$ cat config.mk
export PLATFORM = sky130hd
export DESIGN_NAME = music_command_stream_decoder_top
export DESIGN_NICKNAME = d
export VERILOG_FILES = /design/src/hdl/mcsd_pkg.sv /design/src/hdl/mcsd_decode.sv /design/src/hdl/mcsd_out_buf.sv /design/src/hdl/music_command_stream_decoder_top.sv
export SDC_FILE = /design/constraint.sdc
export NUM_CORES = 1
export LEC_CHECK = 0
export ABC_AREA = 1
export BUFFER_PORTS_ARGS = -buffer_cell sky130_fd_sc_hd__buf_2
export CAP_MARGIN = 20
export CORE_ASPECT_RATIO = 0.7
export CORE_MARGIN = 8
export CORE_UTILIZATION = 45
export DETAILED_ROUTE_END_ITERATION = 10
export GPL_ROUTABILITY_DRIVEN = 0
export GPL_TIMING_DRIVEN = 0
export PLACE_DENSITY = 0.76
export SLEW_MARGIN = 25
export SYNTH_ARGS = -nofsm -noshare
export SYNTH_HDL_FRONTEND = slang
export SYNTH_SLANG_ARGS = --single-unit
$ cat constraint.sdc
create_clock -name clk -period 3.3 [get_ports clk]
set_input_delay 0.165 -clock clk [delete_from_list [all_inputs] [get_ports clk]]
set_output_delay 0.165 -clock clk [all_outputs]
set_load 0.02 [all_outputs]
$ cat src/hdl/mcsd_pkg.sv
// ----------------------------------------------------------------------------
// Music command stream decoder package
// Shared types and constants for the decoder core and its result stage.
// ----------------------------------------------------------------------------
package mcsd_pkg;

	localparam int ByteW   = 8;
	localparam int KindW   = 3;
	localparam int CountW  = 6;
	localparam int CfgAddrW = 2;
	localparam int DataW   = 24;

	// Command byte boundaries.
	localparam logic [ByteW-1:0] CmdExt      = 8'h40;
	localparam logic [ByteW-1:0] CmdEnd      = 8'h80;
	localparam logic [ByteW-1:0] CountMask   = 8'h3F;
	localparam logic [ByteW-1:0] ChanMask    = 8'hC0;
	localparam logic [ByteW-1:0] DelayMask   = 8'h7F;

	// Configuration register indexes.
	localparam logic [CfgAddrW-1:0] RegLoopEnable     = 2'd0;
	localparam logic [CfgAddrW-1:0] RegTablePresent   = 2'd1;
	localparam logic [CfgAddrW-1:0] RegLastInstrument = 2'd2;

	// Extension channel 0 commands.
	localparam logic [ByteW-1:0] ExtAudioCtrl = 8'd0;
	localparam logic [ByteW-1:0] ExtAudioRate = 8'd1;
	localparam logic [ByteW-1:0] ExtTrigger   = 8'd2;

	typedef enum logic [2:0] {
		PH_CMD      = 3'd0,
		PH_PSG_VAL  = 3'd1,
		PH_EXT_HDR  = 3'd2,
		PH_PCM_CMD  = 3'd3,
		PH_PCM_ARG  = 3'd4,
		PH_EXT_SKIP = 3'd5,
		PH_YM_REG   = 3'd6,
		PH_YM_VAL   = 3'd7
	} phase_t;

	typedef enum logic [KindW-1:0] {
		KIND_PSG     = 3'd0,
		KIND_YM      = 3'd1,
		KIND_ACTRL   = 3'd2,
		KIND_ARATE   = 3'd3,
		KIND_TRIGGER = 3'd4,
		KIND_DELAY   = 3'd5,
		KIND_LOOP    = 3'd6,
		KIND_STOP    = 3'd7
	} kind_t;

	typedef struct packed {
		logic              valid;
		kind_t             kind;
		logic [ByteW-1:0]  target_reg;
		logic [ByteW-1:0]  data_value;
		logic [ByteW-1:0]  sample_rate;
	} result_t;

endpackage

$ cat src/hdl/mcsd_decode.sv
// ----------------------------------------------------------------------------
// Decoder core
// Holds the configuration and parse state, and decodes one stream byte per
// accepted word into at most one sound-chip action.
// ----------------------------------------------------------------------------
module mcsd_decode (
	input  logic                          clk,
	input  logic                          arst_n,
	input  logic                          cfg_wen,
	input  logic [mcsd_pkg::CfgAddrW-1:0] cfg_addr,
	input  logic [mcsd_pkg::ByteW-1:0]    cfg_wdata,
	input  logic                          accept,
	input  logic [mcsd_pkg::ByteW-1:0]    stream_byte,
	output mcsd_pkg::result_t             res
);
	import mcsd_pkg::*;

	logic              loop_enable_q;
	logic              table_present_q;
	logic [ByteW-1:0]  last_instrument_q;

	phase_t            phase_q, phase_d;
	logic [CountW-1:0] remaining_q, remaining_d, rem_dec;
	logic [ByteW-1:0]  held_q, held_d;
	logic [ByteW-1:0]  rate_q, rate_d;
	logic              halted_q, halted_d;
	result_t           res_d;

	always_ff @(posedge clk or negedge arst_n) begin
		if (!arst_n) begin
			loop_enable_q     <= 1'b0;
			table_present_q   <= 1'b0;
			last_instrument_q <= '0;
		end else if (cfg_wen) begin
			case (cfg_addr)
				RegLoopEnable:     loop_enable_q     <= cfg_wdata[0];
				RegTablePresent:   table_present_q   <= cfg_wdata[0];
				RegLastInstrument: last_instrument_q <= cfg_wdata;
				default: ;
			endcase
		end
	end

	assign rem_dec = remaining_q - CountW'(1);

	always_comb begin
		phase_d     = phase_q;
		remaining_d = remaining_q;
		held_d      = held_q;
		rate_d      = rate_q;
		halted_d    = halted_q;
		res_d       = '0;
		res_d.kind  = KIND_PSG;
		if (!halted_q) begin
			case (phase_q)
				PH_CMD: begin
					if (stream_byte < CmdExt) begin
						held_d  = stream_byte;
						phase_d = PH_PSG_VAL;
					end else if (stream_byte == CmdExt) begin
						phase_d = PH_EXT_HDR;
					end else if (stream_byte < CmdEnd) begin
						remaining_d = stream_byte[CountW-1:0];
						phase_d     = PH_YM_REG;
					end else if (stream_byte == CmdEnd) begin
						res_d.valid = 1'b1;
						if (loop_enable_q) begin
							res_d.kind = KIND_LOOP;
						end else begin
							res_d.kind = KIND_STOP;
							halted_d   = 1'b1;
						end
					end else begin
						res_d.valid      = 1'b1;
						res_d.kind       = KIND_DELAY;
						res_d.data_value = stream_byte & DelayMask;
					end
				end
				PH_PSG_VAL: begin
					phase_d          = PH_CMD;
					res_d.valid      = 1'b1;
					res_d.kind       = KIND_PSG;
					res_d.target_reg = held_q;
					res_d.data_value = stream_byte;
				end
				PH_EXT_HDR: begin
					remaining_d = stream_byte[CountW-1:0];
					if ((stream_byte & CountMask) == '0) begin
						phase_d = PH_CMD;
					end else if ((stream_byte & ChanMask) == '0) begin
						phase_d = PH_PCM_CMD;
					end else begin
						phase_d = PH_EXT_SKIP;
					end
				end
				PH_PCM_CMD: begin
					held_d      = stream_byte;
					remaining_d = rem_dec;
					phase_d     = (rem_dec == '0) ? PH_CMD : PH_PCM_ARG;
				end
				PH_PCM_ARG: begin
					remaining_d      = rem_dec;
					phase_d          = (rem_dec == '0) ? PH_CMD : PH_PCM_CMD;
					res_d.data_value = stream_byte;
					if (held_q == ExtAudioCtrl) begin
						res_d.valid = 1'b1;
						res_d.kind  = KIND_ACTRL;
					end else if (held_q == ExtAudioRate) begin
						rate_d      = stream_byte;
						res_d.valid = 1'b1;
						res_d.kind  = KIND_ARATE;
					end else if (held_q == ExtTrigger && table_present_q &&
						stream_byte <= last_instrument_q) begin
						res_d.valid       = 1'b1;
						res_d.kind        = KIND_TRIGGER;
						res_d.sample_rate = rate_q;
					end
				end
				PH_EXT_SKIP: begin
					remaining_d = rem_dec;
					if (rem_dec == '0) begin
						phase_d = PH_CMD;
					end
				end
				PH_YM_REG: begin
					held_d  = stream_byte;
					phase_d = PH_YM_VAL;
				end
				PH_YM_VAL: begin
					remaining_d      = rem_dec;
					phase_d          = (rem_dec == '0) ? PH_CMD : PH_YM_REG;
					res_d.valid      = 1'b1;
					res_d.kind       = KIND_YM;
					res_d.target_reg = held_q;
					res_d.data_value = stream_byte;
				end
				default: ;
			endcase
		end
	end

	always_ff @(posedge clk or negedge arst_n) begin
		if (!arst_n) begin
			phase_q     <= PH_CMD;
			remaining_q <= '0;
			held_q      <= '0;
			rate_q      <= '0;
			halted_q    <= 1'b0;
		end else if (accept) begin
			phase_q     <= phase_d;
			remaining_q <= remaining_d;
			held_q      <= held_d;
			rate_q      <= rate_d;
			halted_q    <= halted_d;
		end
	end

	always_comb begin
		res       = res_d;
		res.valid = res_d.valid & accept;
	end

	// Once stopped, the decoder stays stopped until reset.
	assert property (@(posedge clk) disable iff (!arst_n) halted_q |=> halted_q)
		else $error("halted flag cleared without reset");

	// Phases that count down block bytes are never entered with an empty count.
	assert property (@(posedge clk) disable iff (!arst_n)
		(phase_q == PH_PCM_CMD || phase_q == PH_PCM_ARG || phase_q == PH_EXT_SKIP ||
		 phase_q == PH_YM_REG || phase_q == PH_YM_VAL) |-> remaining_q != '0)
		else $error("counting phase with zero remaining");

	// A trigger only leaves when the table exists and the index is in range.
	assert property (@(posedge clk) disable iff (!arst_n)
		(res.valid && res.kind == KIND_TRIGGER) |->
		(table_present_q && res.data_value <= last_instrument_q))
		else $error("trigger emitted without a valid table entry");

	// No action is produced after a stop.
	assert property (@(posedge clk) disable iff (!arst_n) halted_q |-> !res.valid)
		else $error("result produced while halted");

endmodule

$ cat src/hdl/mcsd_out_buf.sv
// ----------------------------------------------------------------------------
// Result stage
// Output register with a skid register behind it, so the decoder can take a
// new word in the cycle that the downstream side stalls.
// ----------------------------------------------------------------------------
module mcsd_out_buf (
	input  logic                          clk,
	input  logic                          arst_n,
	input  mcsd_pkg::result_t             res,
	output logic                          in_ready,
	output logic                          out_valid,
	input  logic                          out_ready,
	output mcsd_pkg::result_t             out_res
);
	import mcsd_pkg::*;

	logic    main_v_q, skid_v_q;
	result_t main_q, skid_q;
	logic    pop;

	assign pop      = main_v_q & out_ready;
	assign in_ready = !skid_v_q;

	always_ff @(posedge clk or negedge arst_n) begin
		if (!arst_n) begin
			main_v_q <= 1'b0;
			skid_v_q <= 1'b0;
		end else if (skid_v_q) begin
			if (pop) begin
				skid_v_q <= 1'b0;
			end
		end else if (!main_v_q || pop) begin
			main_v_q <= res.valid;
		end else if (res.valid) begin
			skid_v_q <= 1'b1;
		end
	end

	always_ff @(posedge clk) begin
		if (skid_v_q) begin
			if (pop) begin
				main_q <= skid_q;
			end
		end else if (!main_v_q || pop) begin
			main_q <= res;
		end else if (res.valid) begin
			skid_q <= res;
		end
	end

	assign out_valid = main_v_q;
	assign out_res   = main_q;

	// The skid register only fills behind a full output register.
	assert property (@(posedge clk) disable iff (!arst_n) skid_v_q |-> main_v_q)
		else $error("skid register holds a word while output register is empty");

	// A result arriving against a stalled output register is parked, not lost.
	assert property (@(posedge clk) disable iff (!arst_n)
		(main_v_q && !out_ready && !skid_v_q && res.valid) |=> skid_v_q)
		else $error("result dropped against stalled output");

	// A draining skid register hands its word to the output register.
	assert property (@(posedge clk) disable iff (!arst_n)
		(skid_v_q && pop) |=> (main_v_q && !skid_v_q))
		else $error("skid word not moved to output register");

endmodule

$ cat src/hdl/music_command_stream_decoder_top.sv
// Output: a result word appears on the master side in the cycle after the byte
// that causes it is accepted when the output register is free or being taken,
// and it stays there until it is taken.
// Throughput: one stream byte per cycle while results are taken. While the output
// word is stalled, bytes keep flowing until a second result word is parked in the
// skid register; s_tready then stays low until the output word is taken.
// Reset: arst_n clears the parse state, the kept rate and the configuration
// registers at once; no clearing pass is needed.
// ----------------------------------------------------------------------------
// Music command stream decoder, top level
// Decodes a byte stream of sound-chip commands into register writes,
// extension actions, delays and end-of-stream events.
// ----------------------------------------------------------------------------
module music_command_stream_decoder_top (
	input  logic                          clk,
	input  logic                          arst_n,
	input  logic                          cfg_wen,
	input  logic [mcsd_pkg::CfgAddrW-1:0] cfg_addr,
	input  logic [mcsd_pkg::ByteW-1:0]    cfg_wdata,
	input  logic                          s_tvalid,
	output logic                          s_tready,
	input  logic [mcsd_pkg::ByteW-1:0]    s_tdata,  // [7:0] stream_byte
	output logic                          m_tvalid,
	input  logic                          m_tready,
	output logic [mcsd_pkg::DataW-1:0]    m_tdata,  // [7:0] target_reg, [15:8] data_value,
	                                                // [23:16] sample_rate
	output logic [mcsd_pkg::KindW-1:0]    m_tuser   // [2:0] kind
);
	import mcsd_pkg::*;

	logic    accept;
	result_t res;
	result_t out_res;

	assign accept = s_tvalid & s_tready;

	mcsd_decode u_decode (
		.clk         (clk),
		.arst_n      (arst_n),
		.cfg_wen     (cfg_wen),
		.cfg_addr    (cfg_addr),
		.cfg_wdata   (cfg_wdata),
		.accept      (accept),
		.stream_byte (s_tdata),
		.res         (res)
	);

	mcsd_out_buf u_out_buf (
		.clk       (clk),
		.arst_n    (arst_n),
		.res       (res),
		.in_ready  (s_tready),
		.out_valid (m_tvalid),
		.out_ready (m_tready),
		.out_res   (out_res)
	);

	assign m_tdata = {out_res.sample_rate, out_res.data_value, out_res.target_reg};
	assign m_tuser = out_res.kind;

endmodule
**Word level (Yosys, flattened, before mapping)**

Index checks and enable logic that the tools add are counted.

- Add/sub/neg operators: 1
- Magnitude comparators: 3
- Equality and inequality tests: 20
- Multiplexer cells: 50
- Bitwise operators: 7
- Reduce and logical (&&, ||, !) cells: 28

Operators with widths:

| operator | number |
|---|---|
| two-way mux 27 bit | 3 |
| two-way mux 8 bit | 9 |
| one-hot mux 8 bit (2 select lines) | 2 |
| two-way mux 28 bit | 1 |
| logical NOT 8 bit | 3 |
| two-way mux 3 bit | 8 |
| two-way mux 4 bit | 6 |
| one-hot mux 3 bit (8 select lines) | 1 |
| two-way mux 6 bit | 3 |
| one-hot mux 6 bit (3 select lines) | 1 |
| one-hot mux 4 bit (4 select lines) | 1 |
| == test 3 bit, second input constant | 4 |
| two-way mux 1 bit | 12 |
| AND reduction 2 bit | 5 |
| == test 8 x 1 -> 1 bit, second input constant | 1 |
| == test 8 x 2 -> 1 bit, second input constant | 1 |
| == test 8 x 7 -> 1 bit, second input constant | 1 |
| == test 8 bit, second input constant | 1 |
| <= comparator 8 bit | 1 |
| less-than comparator 8 x 7 -> 1 bit, second input constant | 1 |
| less-than comparator 8 bit, second input constant | 1 |
| AND reduction 4 bit | 2 |
| two-way mux 7 bit | 1 |
| == test 3 x 2 -> 1 bit, second input constant | 2 |
| other kinds (24) | 38 |

- Register bits after elaboration: 92
- Bits of input ports: 23
- Output and inout bits: 29
- Logic and storage cells: 127

**Depth between registers and ports, before layout**

- Depth in word-level cells: 12
- Depth in mapped cells: 13
- Depth with buffers taken out: 13

**By module**

Synthesis repeated with hierarchy kept, for this count alone.

- Cell total of the unflattened synthesis: 503
- Area, all modules: 4534.3 um2

Modules (own cells, without submodules):

| module | times used | cells each | area each (um2) | seq. area each (um2) |
|---|---|---|---|---|
| mcsd_decode | 1 | 342 | 2397.3 | 900.9 |
| mcsd_out_buf | 1 | 159 | 2129.5 | 1701.6 |
| music_command_stream_decoder_top | 1 | 2 | 7.5 | 0.0 |

**Least setup slack after synthesis**

OpenSTA, ideal clock, no wires.

- Path kind: register to register
- Start point: register u_out_buf.skid_v_q
- End point: register u_out_buf.main_q, in the netlist u_out_buf.out_res[0], enable pin
- Setup time: 420 ps
- Data arrival time: 2045 ps
- Data required time: 2880 ps
- Path slack: 835 ps
- Stages on the path, launching flop included: 4
- Path buffers: 2
- Period minus slack after synthesis: 2465 ps
- Cells stage by stage: dfrtp_1 buf_2 buf_1 a21oi_1

- Cells in the longest elaborated chain, start to end: 2
- Elaborated cells between the ends (all ways): 3
- Classes of those cells: eq/ne (1); reduce/logical (2)

RTL lines:

| what | RTL line | text |
|---|---|---|
| start, declared | mcsd_out_buf.sv:17 | `logic main_v_q, skid_v_q;` |
| start signal, assigned | mcsd_out_buf.sv:27 | `skid_v_q <= 1'b0;` |
| start signal, assigned | mcsd_out_buf.sv:30 | `skid_v_q <= 1'b0;` |
| start signal, assigned | mcsd_out_buf.sv:35 | `skid_v_q <= 1'b1;` |
| != test 2 bit (no source line) / nonzero test 2 bit (equally long branches) | n/a |  |
| AND reduction 2 bit (no source line) * | n/a |  |
| end signal, assigned | mcsd_out_buf.sv:42 | `main_q <= skid_q;` |
| end signal, assigned | mcsd_out_buf.sv:45 | `main_q <= res;` |
| end, declared | mcsd_out_buf.sv:18 | `result_t main_q, skid_q;` |

Mark *: on every way between the ends. The rest lies on a longest branch, timed or not.
A chain may end at the register's enable or synchronous reset.

**Worst setup path after layout**

- Start point: register u_decode.last_instrument_q[7]
- End point: register u_out_buf.skid_q[22] in the netlist's numbering, enable pin

- Cells in the longest elaborated chain, start to end: 9

RTL lines:

| what | RTL line | text |
|---|---|---|
| start, declared | mcsd_decode.sv:20 | `logic [ByteW-1:0] last_instrument_q;` |
| start signal, assigned | mcsd_decode.sv:38 | `RegLastInstrument: last_instrument_q <= cfg_wdata;` |
| <= comparator 8 bit | mcsd_decode.sv:113 | `stream_byte <= last_instrument_q) begin` |
| logical AND 1 bit | mcsd_decode.sv:112 | `end else if (held_q == ExtTrigger && table_present_q &&` |
| two-way mux 4 bit | mcsd_decode.sv:112 |  |
| two-way mux 4 bit | mcsd_decode.sv:108 | `end else if (held_q == ExtAudioRate) begin` |
| two-way mux 4 bit | mcsd_decode.sv:105 | `if (held_q == ExtAudioCtrl) begin` |
| one-hot mux 4 bit (4 select lines) | mcsd_decode.sv:55 | `case (phase_q)` |
| two-way mux 28 bit | mcsd_decode.sv:54 | `if (!halted_q) begin` |
| AND 1 bit | mcsd_decode.sv:160 | `res.valid = res_d.valid & accept;` |
| AND reduction 3 bit (no source line) | n/a |  |
| end signal, assigned | mcsd_out_buf.sv:47 | `skid_q <= res;` |
| end, declared | mcsd_out_buf.sv:18 |  |

No other way between the ends.

==> impl_metrics.csv <==
group,metric,value,unit
logic_synthesis,synth_ff_type,"edfxtp_1",
logic_synthesis,syn-cell-area,4440,um^2
drt,viasPerCell,5.06,
global_routing,grt_pass1_vias,3382,
setup_path,critPathMaxFanout,27,
placed_design,dp.final_hpwl,7310,um
power_and_ir_drop,vdd_drop_max,0.244,mV
drt,wl_met2,4290,um
clock_network,h-tree-depth,3,
hold_path,min_path_type,"in2reg",
timing,rsz0062_at_grt,"no",
drt,wl_met3,918,um
finish,final_nets,599,
finish,design_area,5150,um^2
floorplan,die_h,99.1,um
placed_design,io_buffers,51,
drt,drt_iter0_markers,295,
timing,drv_slew,0,
clock_network,clkSinkCount,92,
timing,setup_violations,0,
placed_design,placed_area,4880,um^2
logic_synthesis,post-synth-top-count-cell,"nand2_1",
timing,tightest_slew,0.847,ns
clock_network,cts_made_buffers,9,
power_and_ir_drop,power_leakage,2.55,nW
flow_run,cap_violations,0,
global_routing,grt_start_max_net_pins,39,
timing,hold_violations,0,
floorplan,fp-row-count,30,
logic_synthesis,syn_nets,535,
drt,m1WireLength,4360,um
setup_path,cp-start-kind,"flop",
logic_synthesis,synth_warnings,0,
clock_network,cts_root_buf,"clkbuf_16",
drt,wl,9730,um
floorplan,coreArea,9650,um^2
timing,max_freq,0.380,GHz
timing,tns,0,ns
global_routing,grt_antenna_before_repair,0,
global_routing,grt_pass1_wl,15800,um
drt,first_pass_iters,5,
setup_path,path_class,"reg2reg",
floorplan,initial_utilization,0.461,
logic_synthesis,synth_edf_count,54,
logic_synthesis,synth_top_area_frac,0.365,
drt,dr.max_layer_used,"met4",
logic_synthesis,netlist_top_cells_count,"nand2_1, inv_1, edfxtp_1, nor2_1, dfrtp_1",
run_status,outcome,"finished clean",
global_routing,grt-ovfl-total,0,
setup_path,crit_required,3.21,ns
clock_network,path_clk_slew,0.06,ns
global_routing,globalRouteTotalUtil,0.148,
logic_synthesis,ys_seq_area_frac,0.579,
floorplan,fp.dieArea,13400,um^2
power_and_ir_drop,power_density,439,nW/um^2
finish,diodes,0,
finish,post-route-util,0.534,
drt,wire_per_inst,13.9,um
floorplan,dieWidth,135,um
timing,fin_crit_sh,0.797,
logic_synthesis,ys_types,29,
setup_path,end_kind,"flop",
timing,timing.hold.ws,0.0686,ns
setup_path,worst_ep_arrival_time,2.54,ns
clock_network,clkLatencyLatePin,0.34,ns
drt,ant_nets,0,
drt,dr_total_vias,3540,
placed_design,place_inst,682,
floorplan,ioPinCount,52,
logic_synthesis,post_synth.cell_area_avg,8.85,um^2
drt,remaining_drc_errors,0,
logic_synthesis,ys_ff_latch,92,
logic_synthesis,netlist_instances,502,
logic_synthesis,synthArstFlopShare,0.413,
finish,area_delta_synth_final,15.9,%
logic_synthesis,synthTopCellsByArea,"edfxtp_1, dfrtp_1, nand2_1, inv_1, nor2_1",
clock_network,cts_buffer_depth,2,
timing,relSlewSlack,0.435,
finish,final-instance-count-excl-fill,699,
timing,clock_skew,0.00665,ns
logic_synthesis,yosysTopAreaCell,"edfxtp_1",
finish,drive_gt1_frac,0.138,
clock_network,cts_tree,"done",
timing,fin_crit,2.63,ns
==> state kept, by name, indices dropped and copies added (netlist names) <==
register and cells:
u_out_buf.out_res 27, u_out_buf.skid_q 27, u_decode.held_q 8, u_decode.last_instrument_q 8, u_decode.rate_q 8, u_decode.remaining_q 6, u_decode.phase_q 3, u_decode.halted_q 1
u_decode.loop_enable_q 1, u_decode.table_present_q 1, u_out_buf.out_valid 1, u_out_buf.skid_v_q 1
==> per-stage QoR <==
| step | power, mW | worst slack [ns] |
|---|---|---|
| 2_1_floorplan | 1.33 | 0.835 |
| 3_3_place_gp | 1.38 | 0.367 |
| 3_5_place_dp | 1.39 | 0.508 |
| 4_1_cts | 2.29 | 0.450 |
| 5_1_grt | 2.35 | 0.339 |
| 6_report | 2.26 | 0.671 |
==> cell families after synthesis <==
| group | share of synthesized area |
|---|---|
| AOI/OAI and AO/OA | 0.0845 |
| adders and majority gates | 0.0282 |
| buffers and inverters | 0.0836 |
| DFF | 0.579 |
| muxes | 0.00253 |
| and+or+nand+nor | 0.222 |
==> critical path, stage by stage (launching register included) <==
cell and delay (ns):
dfrtp_1 0.33, inv_1 0.06, ha_1 0.31, nand2_1 0.07, nor2_1 0.16, nand2_1 0.07, nand2_1 0.05, nand2_1 0.20
nand2_1 0.19, nand2_1 0.09, nand3_1 0.15, clkinvlp_4 0.51
==> cell usage in the layout, fill, tap and decap left out, types with 3 or more instances in the layout <==
master | netlist | final
nor2_1 | 48 | 48
a21oi_1 | 23 | 22
edfxtp_1 | 54 | 54
nand2_1 | 128 | 128
nand4_1 | 5 | 5
inv_2 | 3 | 3
o21ai_1 | 5 | 5
buf_2 | 3 | 54
inv_1 | 83 | 82
clkbuf_1 | 8 | 11
clkbuf_16 | 0 | 9
nor3_1 | 10 | 10
nand3_1 | 35 | 35
o21ai_0 | 34 | 34
ha_1 | 10 | 10
clkinv_1 | 0 | 3
dfrtp_1 | 38 | 38
==> power by group <==
part | switching, mW | leakage [nW] | total (mW) | internal [mW]
sequential | 0.00812 | 1.01 | 1.24 | 1.23
clock | 0.394 | 0.123 | 0.896 | 0.502
combinational | 0.0867 | 1.41 | 0.132 | 0.0454
total | 0.488 | 2.55 | 2.26 | 1.78
==> timing repair <==
item | 4_1_cts | 5_1_grt
hold endpoints to repair | 38 | 0
hold buffers | 1 | 0
buffers inserted | 0 | 0
resized for setup | 0 | 1
endpoints found under the setup margin | 0 | 27
==> final timing paths <==
path,startpoint,endpoint,slack [ns],cells past startpoint
setup reg to reg,u_decode.last_instrument_q[7]$_DFFE_PN0P_,u_out_buf.skid_q[22]$_DFFE_PP_,0.67,11
min in group asynchronous,arst_n,u_decode.last_instrument_q[6]$_DFFE_PN0P_,0.48,2
setup / recovery,u_decode.last_instrument_q[7]$_DFFE_PN0P_,u_out_buf.skid_q[22]$_DFFE_PP_,0.67,11
max in group asynchronous,arst_n,u_decode.held_q[3]$_DFFE_PN0P_,2.28,2
hold reg to reg,u_decode.held_q[2]$_DFFE_PN0P_,u_decode.held_q[2]$_DFFE_PN0P_,0.48,2
hold / removal,cfg_wdata[5],u_decode.last_instrument_q[5]$_DFFE_PN0P_,0.07,3
==> cell type report <==
cell class	count	area [um^2]
inverter	86	327
clock buffer	12	236
multi-input combinational	312	1510
clock inverter	4	16.3
sequential	92	2570
tap	128	160
timing repair buffer	53	280
buffer	12	48.8
fill	869	4500
==> routing by layer <==
metal / global-route usage / vias up
met2: 0.227 / 153
met4: 0.0533 / 0
met5: 0 / -
li1: - / 1753
met1: 0.193 / 1617
met3: 0.0478 / 17
No activity file was read; power rests on OpenSTA's default activity.
